--- src/rtl/fap_pkg.sv ---
// fap_pkg: types and constants shared by the frame acknowledgment block
// no dependencies

package fap_pkg;

    localparam int unsigned ACK_LEN = 17;
    localparam logic [4:0]  POS_MAX = 5'd31;
    localparam logic [7:0]  ACK_B0 = 8'h02;
    localparam logic [7:0]  ACK_B1 = 8'h00;
    localparam logic [2:0]  FT_DATA = 3'd1;
    localparam logic [2:0]  FT_ACK = 3'd2;
    localparam int unsigned ACK_REQ_BIT = 5;

    localparam logic [4:0]  POS_SEQ = 5'd2;
    localparam logic [4:0]  POS_SRC_LO = 5'd3;
    localparam logic [4:0]  POS_SRC_HI = 5'd10;
    localparam logic [4:0]  POS_DST_LO = 5'd5;
    localparam logic [4:0]  POS_DST_HI = 5'd12;
    localparam logic [4:0]  POS_TIM_LO = 5'd11;
    localparam logic [4:0]  POS_TIM_HI = 5'd16;

    localparam logic [4:0]  ACK_POS_SEQ = 5'd2;
    localparam logic [4:0]  ACK_POS_ADR_HI = 5'd10;
    localparam logic [4:0]  ACK_POS_PH_LO = 5'd11;
    localparam logic [4:0]  ACK_POS_PH_HI = 5'd12;
    localparam logic [4:0]  ACK_POS_CYC_LO = 5'd13;
    localparam logic [4:0]  ACK_POS_LAST = 5'd16;

    typedef enum logic [1:0] {
        CFG_OWN_ADDR = 2'd0,
        CFG_AWAITED  = 2'd1,
        CFG_IS_ROOT  = 2'd2,
        CFG_CYC_LEN  = 2'd3
    } t_cfg_idx;

    typedef enum logic [1:0] {
        K_NONE    = 2'd0,
        K_TARGETS = 2'd1,
        K_ACK     = 2'd2
    } t_kind;

    typedef struct packed {
        logic [63:0] own_addr;
        logic [63:0] awaited;
        logic        is_root;
        logic [31:0] cyc_len;
    } t_cfg;

    typedef struct packed {
        t_kind       kind;
        logic [7:0]  seq;
        logic [15:0] phase;
        logic [31:0] cycle;
    } t_dec;

    typedef struct packed {
        logic full;
        logic empty;
        logic push;
    } t_qstat;

endpackage

--- src/rtl/fap_front.sv ---
// fap_front: byte parser, tracks position and address matches, decides at frame end
// depends on fap_pkg

module fap_front
    import fap_pkg::*;
(
    input  logic        i_clk,
    input  logic        i_rst_n,
    input  t_cfg        i_cfg,
    input  logic        i_accept,
    input  logic [7:0]  i_byte,
    input  logic        i_start,
    input  logic        i_end,
    input  logic [15:0] i_now,
    input  logic [15:0] i_cstart,
    output logic        o_push,
    output t_dec        o_dec
);

    logic [4:0]  r_pos, n_pos;
    logic [7:0]  r_fc, n_fc;
    logic [7:0]  r_seq, n_seq;
    logic        r_dm, n_dm;
    logic        r_am, n_am;
    logic [47:0] r_cap, n_cap;

    logic [4:0]  w_pos;
    logic [7:0]  w_fc, w_seq;
    logic        w_dm, w_am;
    logic [47:0] w_cap;
    logic [2:0]  w_src_idx, w_dst_idx, w_tim_idx;
    logic [15:0] w_diff, w_phase;
    logic        w_want_ack, w_targets;

    always_comb begin
        w_pos = i_start ? '0 : r_pos;
        w_src_idx = 3'(POS_SRC_HI - w_pos);
        w_dst_idx = 3'(w_pos - POS_DST_LO);
        w_tim_idx = 3'(w_pos - POS_TIM_LO);

        w_fc = (w_pos == '0) ? i_byte : r_fc;
        w_seq = (w_pos == POS_SEQ) ? i_byte : (i_start ? '0 : r_seq);

        w_am = i_start ? 1'b1 : r_am;
        if (w_pos >= POS_SRC_LO && w_pos <= POS_SRC_HI
            && i_cfg.awaited[{w_src_idx, 3'b000} +: 8] != i_byte) begin
            w_am = 1'b0;
        end
        w_dm = i_start ? 1'b1 : r_dm;
        if (w_pos >= POS_DST_LO && w_pos <= POS_DST_HI
            && i_cfg.own_addr[{w_dst_idx, 3'b000} +: 8] != i_byte) begin
            w_dm = 1'b0;
        end

        w_cap = r_cap;
        for (int k = 0; k < 6; k++) begin
            if (w_pos >= POS_TIM_LO && w_pos <= POS_TIM_HI && w_tim_idx == 3'(k)) begin
                w_cap[8*k +: 8] = i_byte;
            end
        end

        // wrapping compare of cycle start against arrival
        w_diff = i_cstart - i_now;
        w_phase = (!i_cfg.is_root && w_diff[15]) ? (i_now - i_cstart) : '0;

        w_want_ack = (w_fc[2:0] == FT_DATA) && w_fc[ACK_REQ_BIT]
                     && (w_pos >= POS_DST_HI) && w_dm;
        w_targets = (w_fc[2:0] == FT_ACK) && (w_pos >= POS_TIM_HI) && w_am;
    end

    always_comb begin
        o_push = i_accept && i_end;
        o_dec.seq = w_seq;
        priority if (w_want_ack) begin
            o_dec.kind = K_ACK;
            o_dec.phase = w_phase;
            o_dec.cycle = i_cfg.cyc_len;
        end else if (w_targets) begin
            o_dec.kind = K_TARGETS;
            o_dec.phase = w_cap[15:0];
            o_dec.cycle = w_cap[47:16];
        end else begin
            o_dec.kind = K_NONE;
            o_dec.phase = '0;
            o_dec.cycle = '0;
        end
    end

    always_comb begin
        n_pos = r_pos;
        n_fc = r_fc;
        n_seq = r_seq;
        n_dm = r_dm;
        n_am = r_am;
        n_cap = r_cap;
        if (i_accept) begin
            if (i_end) begin
                n_pos = '0;
                n_fc = '0;
                n_seq = '0;
                n_dm = 1'b1;
                n_am = 1'b1;
            end else begin
                n_pos = (w_pos < POS_MAX) ? w_pos + 5'd1 : POS_MAX;
                n_fc = w_fc;
                n_seq = w_seq;
                n_dm = w_dm;
                n_am = w_am;
                n_cap = w_cap;
            end
        end
    end

    always_ff @(posedge i_clk) begin
        if (!i_rst_n) begin
            r_pos <= '0;
            r_fc <= '0;
            r_seq <= '0;
            r_dm <= 1'b1;
            r_am <= 1'b1;
        end else begin
            r_pos <= n_pos;
            r_fc <= n_fc;
            r_seq <= n_seq;
            r_dm <= n_dm;
            r_am <= n_am;
        end
    end

    always_ff @(posedge i_clk) begin
        r_cap <= n_cap;
    end

endmodule

--- src/rtl/fap_queue.sv ---
// fap_queue: two-entry queue of frame decisions between parser and emitter
// depends on fap_pkg

module fap_queue
    import fap_pkg::*;
(
    input  logic   i_clk,
    input  logic   i_rst_n,
    input  logic   i_push,
    input  t_dec   i_dec,
    input  logic   i_pop,
    output t_dec   o_head,
    output t_qstat o_stat
);

    t_dec       r_mem [2];
    logic       r_wr, n_wr;
    logic       r_rd, n_rd;
    logic [1:0] r_cnt, n_cnt;
    logic       w_push, w_pop;

    always_comb begin
        w_push = i_push && (r_cnt != 2'd2);
        w_pop = i_pop && (r_cnt != 2'd0);
        n_wr = w_push ? ~r_wr : r_wr;
        n_rd = w_pop ? ~r_rd : r_rd;
        n_cnt = r_cnt + 2'(w_push) - 2'(w_pop);
        o_head = r_mem[r_rd];
        o_stat.full = (r_cnt == 2'd2);
        o_stat.empty = (r_cnt == 2'd0);
        o_stat.push = i_push;
    end

    always_ff @(posedge i_clk) begin
        if (!i_rst_n) begin
            r_wr <= 1'b0;
            r_rd <= 1'b0;
            r_cnt <= '0;
        end else begin
            r_wr <= n_wr;
            r_rd <= n_rd;
            r_cnt <= n_cnt;
        end
    end

    always_ff @(posedge i_clk) begin
        if (w_push) begin
            r_mem[r_wr] <= i_dec;
        end
    end

endmodule

--- src/rtl/fap_back.sv ---
// fap_back: turns queued decisions into result transactions, 17 for an acknowledgment
// depends on fap_pkg

module fap_back
    import fap_pkg::*;
(
    input  logic        i_clk,
    input  logic        i_rst_n,
    input  logic [63:0] i_own_addr,
    input  t_dec        i_head,
    input  logic        i_empty,
    output logic        o_pop,
    output logic        o_valid,
    input  logic        i_ready,
    output logic        o_ack_valid,
    output logic [7:0]  o_ack_byte,
    output logic        o_last,
    output logic        o_tgt_valid,
    output logic [15:0] o_phase,
    output logic [31:0] o_cycle
);

    logic [4:0]  r_cnt, n_cnt;
    logic        r_valid, n_valid;
    logic        r_ack_valid, r_last, r_tgt_valid;
    logic [7:0]  r_ack_byte;
    logic [15:0] r_phase;
    logic [31:0] r_cycle;
    logic        w_emit, w_is_ack, w_final;
    logic [7:0]  w_byte;
    logic [2:0]  w_adr_idx;
    logic [1:0]  w_cyc_idx;

    always_comb begin
        w_emit = (!r_valid || i_ready) && !i_empty;
        w_is_ack = (i_head.kind == K_ACK);
        w_final = !w_is_ack || (r_cnt == ACK_POS_LAST);
        w_adr_idx = 3'(ACK_POS_ADR_HI - r_cnt);
        w_cyc_idx = 2'(r_cnt - ACK_POS_CYC_LO);
        priority if (r_cnt == '0) begin
            w_byte = ACK_B0;
        end else if (r_cnt == 5'd1) begin
            w_byte = ACK_B1;
        end else if (r_cnt == ACK_POS_SEQ) begin
            w_byte = i_head.seq;
        end else if (r_cnt <= ACK_POS_ADR_HI) begin
            w_byte = i_own_addr[{w_adr_idx, 3'b000} +: 8];
        end else if (r_cnt == ACK_POS_PH_LO) begin
            w_byte = i_head.phase[7:0];
        end else if (r_cnt == ACK_POS_PH_HI) begin
            w_byte = i_head.phase[15:8];
        end else begin
            w_byte = i_head.cycle[{w_cyc_idx, 3'b000} +: 8];
        end
        o_pop = w_emit && w_final;
        n_cnt = r_cnt;
        if (w_emit) begin
            n_cnt = w_final ? '0 : r_cnt + 5'd1;
        end
        n_valid = w_emit ? 1'b1 : (i_ready ? 1'b0 : r_valid);
    end

    always_ff @(posedge i_clk) begin
        if (!i_rst_n) begin
            r_cnt <= '0;
            r_valid <= 1'b0;
        end else begin
            r_cnt <= n_cnt;
            r_valid <= n_valid;
        end
    end

    always_ff @(posedge i_clk) begin
        if (w_emit) begin
            r_ack_valid <= w_is_ack;
            r_ack_byte <= w_is_ack ? w_byte : 8'h00;
            r_last <= w_final;
            r_tgt_valid <= (i_head.kind == K_TARGETS);
            r_phase <= w_is_ack ? 16'h0000 : i_head.phase;
            r_cycle <= w_is_ack ? 32'h0000_0000 : i_head.cycle;
        end
    end

    assign o_valid = r_valid;
    assign o_ack_valid = r_ack_valid;
    assign o_ack_byte = r_ack_byte;
    assign o_last = r_last;
    assign o_tgt_valid = r_tgt_valid;
    assign o_phase = r_phase;
    assign o_cycle = r_cycle;

endmodule

--- src/rtl/frame_ack_with_phase_info_top.sv ---
// frame_ack_with_phase_info_top: configuration registers, parser, decision queue, emitter
// depends on fap_pkg, fap_front, fap_queue, fap_back

// Usage
// Input stream: one received frame byte per transaction. tdata holds frame_byte,
// now_time and cycle_start_time, tuser holds frame_start and tlast marks frame_end.
// Bytes that are not the last of a frame produce no output. The last byte of a
// frame produces either a 17-transaction acknowledgment (tuser bit 0 set, tlast on
// the final byte) or a single transaction with tlast set, carrying learned phase
// and cycle targets when tuser bit 1 is set.
// Path: the decision for the last byte enters the decision queue; the emitter then registers its first result.
// Throughput: one input byte per cycle; the emitter gives one result per cycle while
// the output is ready. A two-entry decision queue lets the parser keep taking bytes
// while an acknowledgment is emitted; tready drops only when the queue is full.
// Output stall: the result register holds until taken; the emitter and then the
// queue back up, the parser is not held otherwise.
// Configuration: index/data write channel, always ready; write only while idle.
// Reset (synchronous, active low): configuration registers cleared, parser at byte 0, queue and
// output empty.

module frame_ack_with_phase_info_top
    import fap_pkg::*;
(
    input  logic        i_clk,
    input  logic        i_rst_n,
    input  logic        i_s_axis_tvalid,
    output logic        o_s_axis_tready,
    input  logic [39:0] i_s_axis_tdata,   // frame_byte[7:0], now_time[23:8], cycle_start_time[39:24]
    input  logic        i_s_axis_tuser,   // frame_start
    input  logic        i_s_axis_tlast,
    output logic        o_m_axis_tvalid,
    input  logic        i_m_axis_tready,
    output logic [55:0] o_m_axis_tdata,   // ack_byte[7:0], learned_phase[23:8], learned_cycle[55:24]
    output logic [1:0]  o_m_axis_tuser,   // ack_valid[0], targets_valid[1]
    output logic        o_m_axis_tlast,
    input  logic        i_cfg_valid,
    output logic        o_cfg_ready,
    input  logic [1:0]  i_cfg_index,
    input  logic [63:0] i_cfg_data
);

    t_cfg   r_cfg;
    t_dec   w_dec, w_head;
    t_qstat w_qstat;
    logic   w_accept, w_push, w_pop;

    assign o_cfg_ready = 1'b1;

    always_ff @(posedge i_clk) begin
        if (!i_rst_n) begin
            r_cfg <= '0;
        end else if (i_cfg_valid) begin
            unique case (t_cfg_idx'(i_cfg_index))
                CFG_OWN_ADDR: r_cfg.own_addr <= i_cfg_data;
                CFG_AWAITED:  r_cfg.awaited <= i_cfg_data;
                CFG_IS_ROOT:  r_cfg.is_root <= i_cfg_data[0];
                CFG_CYC_LEN:  r_cfg.cyc_len <= i_cfg_data[31:0];
                default:      r_cfg <= r_cfg;
            endcase
        end
    end

    assign o_s_axis_tready = !w_qstat.full;
    assign w_accept = i_s_axis_tvalid && o_s_axis_tready;

    fap_front u_front (
        .i_clk    (i_clk),
        .i_rst_n  (i_rst_n),
        .i_cfg    (r_cfg),
        .i_accept (w_accept),
        .i_byte   (i_s_axis_tdata[7:0]),
        .i_start  (i_s_axis_tuser),
        .i_end    (i_s_axis_tlast),
        .i_now    (i_s_axis_tdata[23:8]),
        .i_cstart (i_s_axis_tdata[39:24]),
        .o_push   (w_push),
        .o_dec    (w_dec)
    );

    fap_queue u_queue (
        .i_clk   (i_clk),
        .i_rst_n (i_rst_n),
        .i_push  (w_push),
        .i_dec   (w_dec),
        .i_pop   (w_pop),
        .o_head  (w_head),
        .o_stat  (w_qstat)
    );

    fap_back u_back (
        .i_clk       (i_clk),
        .i_rst_n     (i_rst_n),
        .i_own_addr  (r_cfg.own_addr),
        .i_head      (w_head),
        .i_empty     (w_qstat.empty),
        .o_pop       (w_pop),
        .o_valid     (o_m_axis_tvalid),
        .i_ready     (i_m_axis_tready),
        .o_ack_valid (o_m_axis_tuser[0]),
        .o_ack_byte  (o_m_axis_tdata[7:0]),
        .o_last      (o_m_axis_tlast),
        .o_tgt_valid (o_m_axis_tuser[1]),
        .o_phase     (o_m_axis_tdata[23:8]),
        .o_cycle     (o_m_axis_tdata[55:24])
    );

`ifndef NO_ASSERTIONS
    a_no_overflow: assert property (@(posedge i_clk) disable iff (!i_rst_n)
        w_qstat.push |-> !w_qstat.full)
        else $error("decision pushed into full queue");

    a_pop_nonempty: assert property (@(posedge i_clk) disable iff (!i_rst_n)
        w_pop |-> !w_qstat.empty)
        else $error("pop from empty queue");

    a_flags_exclusive: assert property (@(posedge i_clk) disable iff (!i_rst_n)
        o_m_axis_tvalid |-> !(o_m_axis_tuser[0] && o_m_axis_tuser[1]))
        else $error("acknowledgment byte flagged with targets");

    a_sole_is_last: assert property (@(posedge i_clk) disable iff (!i_rst_n)
        (o_m_axis_tvalid && !o_m_axis_tuser[0]) |-> o_m_axis_tlast)
        else $error("non-acknowledgment result without tlast");
`endif

endmodule

--- config.mk ---
export PLATFORM = sky130hd
export DESIGN_NAME = frame_ack_with_phase_info_top
export DESIGN_NICKNAME = d
export VERILOG_FILES = /design/src/rtl/fap_pkg.sv /design/src/rtl/fap_front.sv /design/src/rtl/fap_queue.sv /design/src/rtl/fap_back.sv /design/src/rtl/frame_ack_with_phase_info_top.sv
export SDC_FILE = /design/constraint.sdc
export NUM_CORES = 1
export LEC_CHECK = 0
export ABC_AREA = 1
export BUFFER_PORTS_ARGS = -buffer_cell sky130_fd_sc_hd__buf_2
export CORE_AREA = 2 2 215 217
export DETAILED_ROUTE_END_ITERATION = 8
export DIE_AREA = 0 0 217 219
export PLACE_DENSITY_LB_ADDON = 0.15
export SETUP_SLACK_MARGIN = 0.15
export SYNTH_ARGS = -nofsm -noshare
export SYNTH_HDL_FRONTEND = slang
export SYNTH_HIERARCHICAL = 1
export SYNTH_SLANG_ARGS = --single-unit
export TNS_END_PERCENT = 100
--- constraint.sdc ---
create_clock -name i_clk -period 9.8 [get_ports i_clk]
set_clock_uncertainty 0.2 [all_clocks]
set_input_delay 0.49 -clock i_clk [delete_from_list [all_inputs] [get_ports i_clk]]
set_output_delay 0.49 -clock i_clk [all_outputs]
set_load 0.005 [all_outputs]
==> metrics.csv <==
stage,metric,value,unit
status,status,finished clean,
clock_tree,cts_buffers,46,
critical_path,arrival,5580,ps
sta,fin_tns_setup,0,ps
critical_path,start_kind,register,
floorplanning,coreArea,0.04509,mm2
global_route,grt_max_degree,100,
critical_path,crit_path_end_kind,register,
sta,finalSetupViolations,0,
final_layout,fillers,4339,
critical_path,cp_max_fo,49,
clock_tree,postCtsSetupBuffers,0,
placement,post_dp_cell_area,0.02329,mm2
global_route,first_global_vias,18660,
sta,max_freq,0.1862,GHz
sta,hold_viol_final,0,
route,drt_drc_violations_left,0,
worst_hold_path,min_path_type,input pin to register,
sta,tightest_slew,1194,ps
global_route,grt.overflow.total,0,
clock_tree,clockBufferDepth,3,
critical_path,worst_ep_required_time,10010,ps
floorplanning,rows,78,
sta,rsz0062_at_grt,false,
sta,finalCritPeriodShare,54.80,%
route,dr.first_iter.drc_count,1821,
floorplanning,die_area,0.04752,mm2
route,wl,68710,um
placement,portBuffers,173,
clock_tree,cts.sinks,414,
critical_path,critPathBufInv,4,
final_layout,nNetsFinal,3176,
power,power_leakage,11.59,nW
yosys,synth_fp_nets,3057,
sta,whs,15.67,ps
floorplanning,io_pins,175,
route,vias,19840,
critical_path,worst_path_largest_cell_delay,970,ps
clock_tree,clock-root-buffer,clkbuf_16,
worst_hold_path,min_from,i_cfg_data[16],
flow_run,drv_cap,0,
final_layout,multi_input_area,0.009547,mm2
sta,slew_violations,0,
final_layout,syn_to_final_growth,12.31,%
critical_path,r2r-start,u_front/r_pos[1]$_SDFFE_PN0P_,
route,avgViaCountPerCell,5.432,
final_layout,regArea,0.01052,mm2
final_layout,fin_area,0.02522,mm2
critical_path,path_cells,inv_1 > nor2_1 > inv_1 > ha_1 > buf_4 > clkinv_1 > nand3_1 > nand2_1 > nand2_1 > nand3_1 > nand2_1 > nand3_1 > nor2_1 > nand2_1 > nand2_2 > nand2_1 > nor3_1,
critical_path,crit_top_cell,nand2_1,
power,irDropWorstVdd,268.6,uV
route,first_pass_iters,5,
global_route,antenna_found_initial,2,
yosys,synthCells,2897,
yosys,yosys_warnings,6,
global_route,grt_usage,28.62,%
route,ant_nets,0,
clock_tree,htree_levels,2,
global_route,grt_pass1_wl,105400,um
floorplanning,die_h,219,um
power,p_per_area,203.7,mW/mm2
critical_path,slowest_stage,clkinv_1,
clock_tree,clk_pin_slew_worst_paths,60,ps
floorplanning,start_util,49.80,%
yosys,syn_area_per_cell,7.751,um2
clock_tree,cts_tree,built,
placement,place_congestion,0.9605,
critical_path,crit_start,u_front/r_pos[1]$_SDFFE_PN0P_,
final_layout,layout-drive-gt1-share,12.12,%
placement,dp_hpwl,46140,um
sta,finalCriticalPeriod,5371,ps
yosys,syn-cell-area,0.02246,mm2
critical_path,crit_family,simple AND/OR/NAND/NOR gates,
route,wl_per_cell,18.81,um
critical_path,critPathKind,register to register,
floorplanning,die_w,217,um
clock_tree,clk-insertion-delay-late,610,ps
sta,max_slew_margin,20.14,%
## worst paths after layout
path,end,slack [ps],cells past startpoint
min reg2reg,u_front/r_fc[1]$_SDFFE_PN0P_,270,2
max reg2reg,u_queue/r_mem[1][56]$_DFFE_PP_,4430,17
max,u_queue/r_mem[1][56]$_DFFE_PP_,4430,17
min,r_cfg[49]$_SDFFE_PN0P_,20,3
## worst register-to-register path: stages, from the launching register on
cell      delay (ps)
dfxtp_1          370
inv_1             70
nor2_1           300
inv_1            180
ha_1             310
buf_4            400
clkinv_1         980
nand3_1          420
nand2_1          100
nand2_1           60
nand3_1           60
nand2_1           90
nand3_1           60
nor2_1           100
nand2_1          120
nand2_2          860
nand2_1          190
nor3_1           290
## flip-flops by register name, indices dropped and copies added (netlist names), named ones only
| register | count |
|---|---|
| u_queue/r_cnt | 2 |
| u_front/r_dm | 1 |
| u_back/o_last | 1 |
| u_back/o_cycle | 32 |
| u_back/r_cnt | 5 |
| u_queue/r_rd | 1 |
| u_queue/r_mem | 116 |
| u_back/o_ack_valid | 1 |
| u_back/o_tgt_valid | 1 |
| u_back/o_valid | 1 |
| u_front/r_seq | 8 |
| u_front/r_cap | 48 |
| u_queue/r_wr | 1 |
| r_cfg | 161 |
| u_front/r_fc | 4 |
| u_front/r_am | 1 |
| u_back/o_phase | 16 |
| u_back/o_ack_byte | 8 |
| u_front/r_pos | 5 |
## layout by cell type (no fill, tap or decap), types with 7 or more instances in the layout
cell type / instances
clkinv_2: 10
o211ai_1: 16
xor2_1: 10
dlygate4sd3_1: 44
inv_1: 367
nor2_1: 420
buf_2: 171
nand4_1: 100
o21ai_0: 106
o21ai_1: 13
ha_1: 46
nand2_2: 9
nand3_1: 288
nand2_1: 696
dfxtp_1: 189
buf_4: 26
clkbuf_16: 46
a21oi_1: 118
clkinv_1: 7
mux2_4: 20
edfxtp_1: 223
mux2_2: 38
clkbuf_8: 8
## layer usage
layer  global-route usage, %  vias to the layer above  wire [um]  share of wire [%]
met3                   4.310                      144       4899                7.1
met2                   46.01                      752      31250                 45
met1                   38.57                     9334      29870                 43
li1                        -                     9612          -                  -
met5                       0                        -          0                  0
met4                   12.26                        0       2685                3.9
## power breakdown
part           total (W)  switching (W)  internal [W]
registers        0.00221      0.0000908       0.00212
logic            0.00123       0.000825      0.000408
clock network    0.00169       0.000735      0.000957
## stage by stage
step / power [W] / setup slack (ps) / cells / util (%)
after floorplan: 0.003011 / 4262 / 2897 / -
after global placement: 0.003447 / 4375 / 3524 / 51.65
after detailed placement: 0.003458 / 4299 / 3524 / 51.65
after CTS: 0.005155 / 4570 / 3652 / 55.93
after global routing: 0.005379 / 4156 / 3653 / 55.93
final: 0.005138 / 4429 / 3653 / 55.93
## layout make-up
class                   instances  area share, %
multi-input cells            1936          37.85
inverters                     377          5.621
flip-flops and latches        414          41.72
repair buffers                241          5.914
clock inverters                25         0.8236
diodes                          1       0.009923
clock buffers                  59          5.075
well taps                     600          2.977
## timing repair
item,in CTS,in global routing
hold buffers,44,0
gates resized for setup,0,0
hold endpoints to repair,50,0
Note: power is estimated with default switching activity, not from simulation.
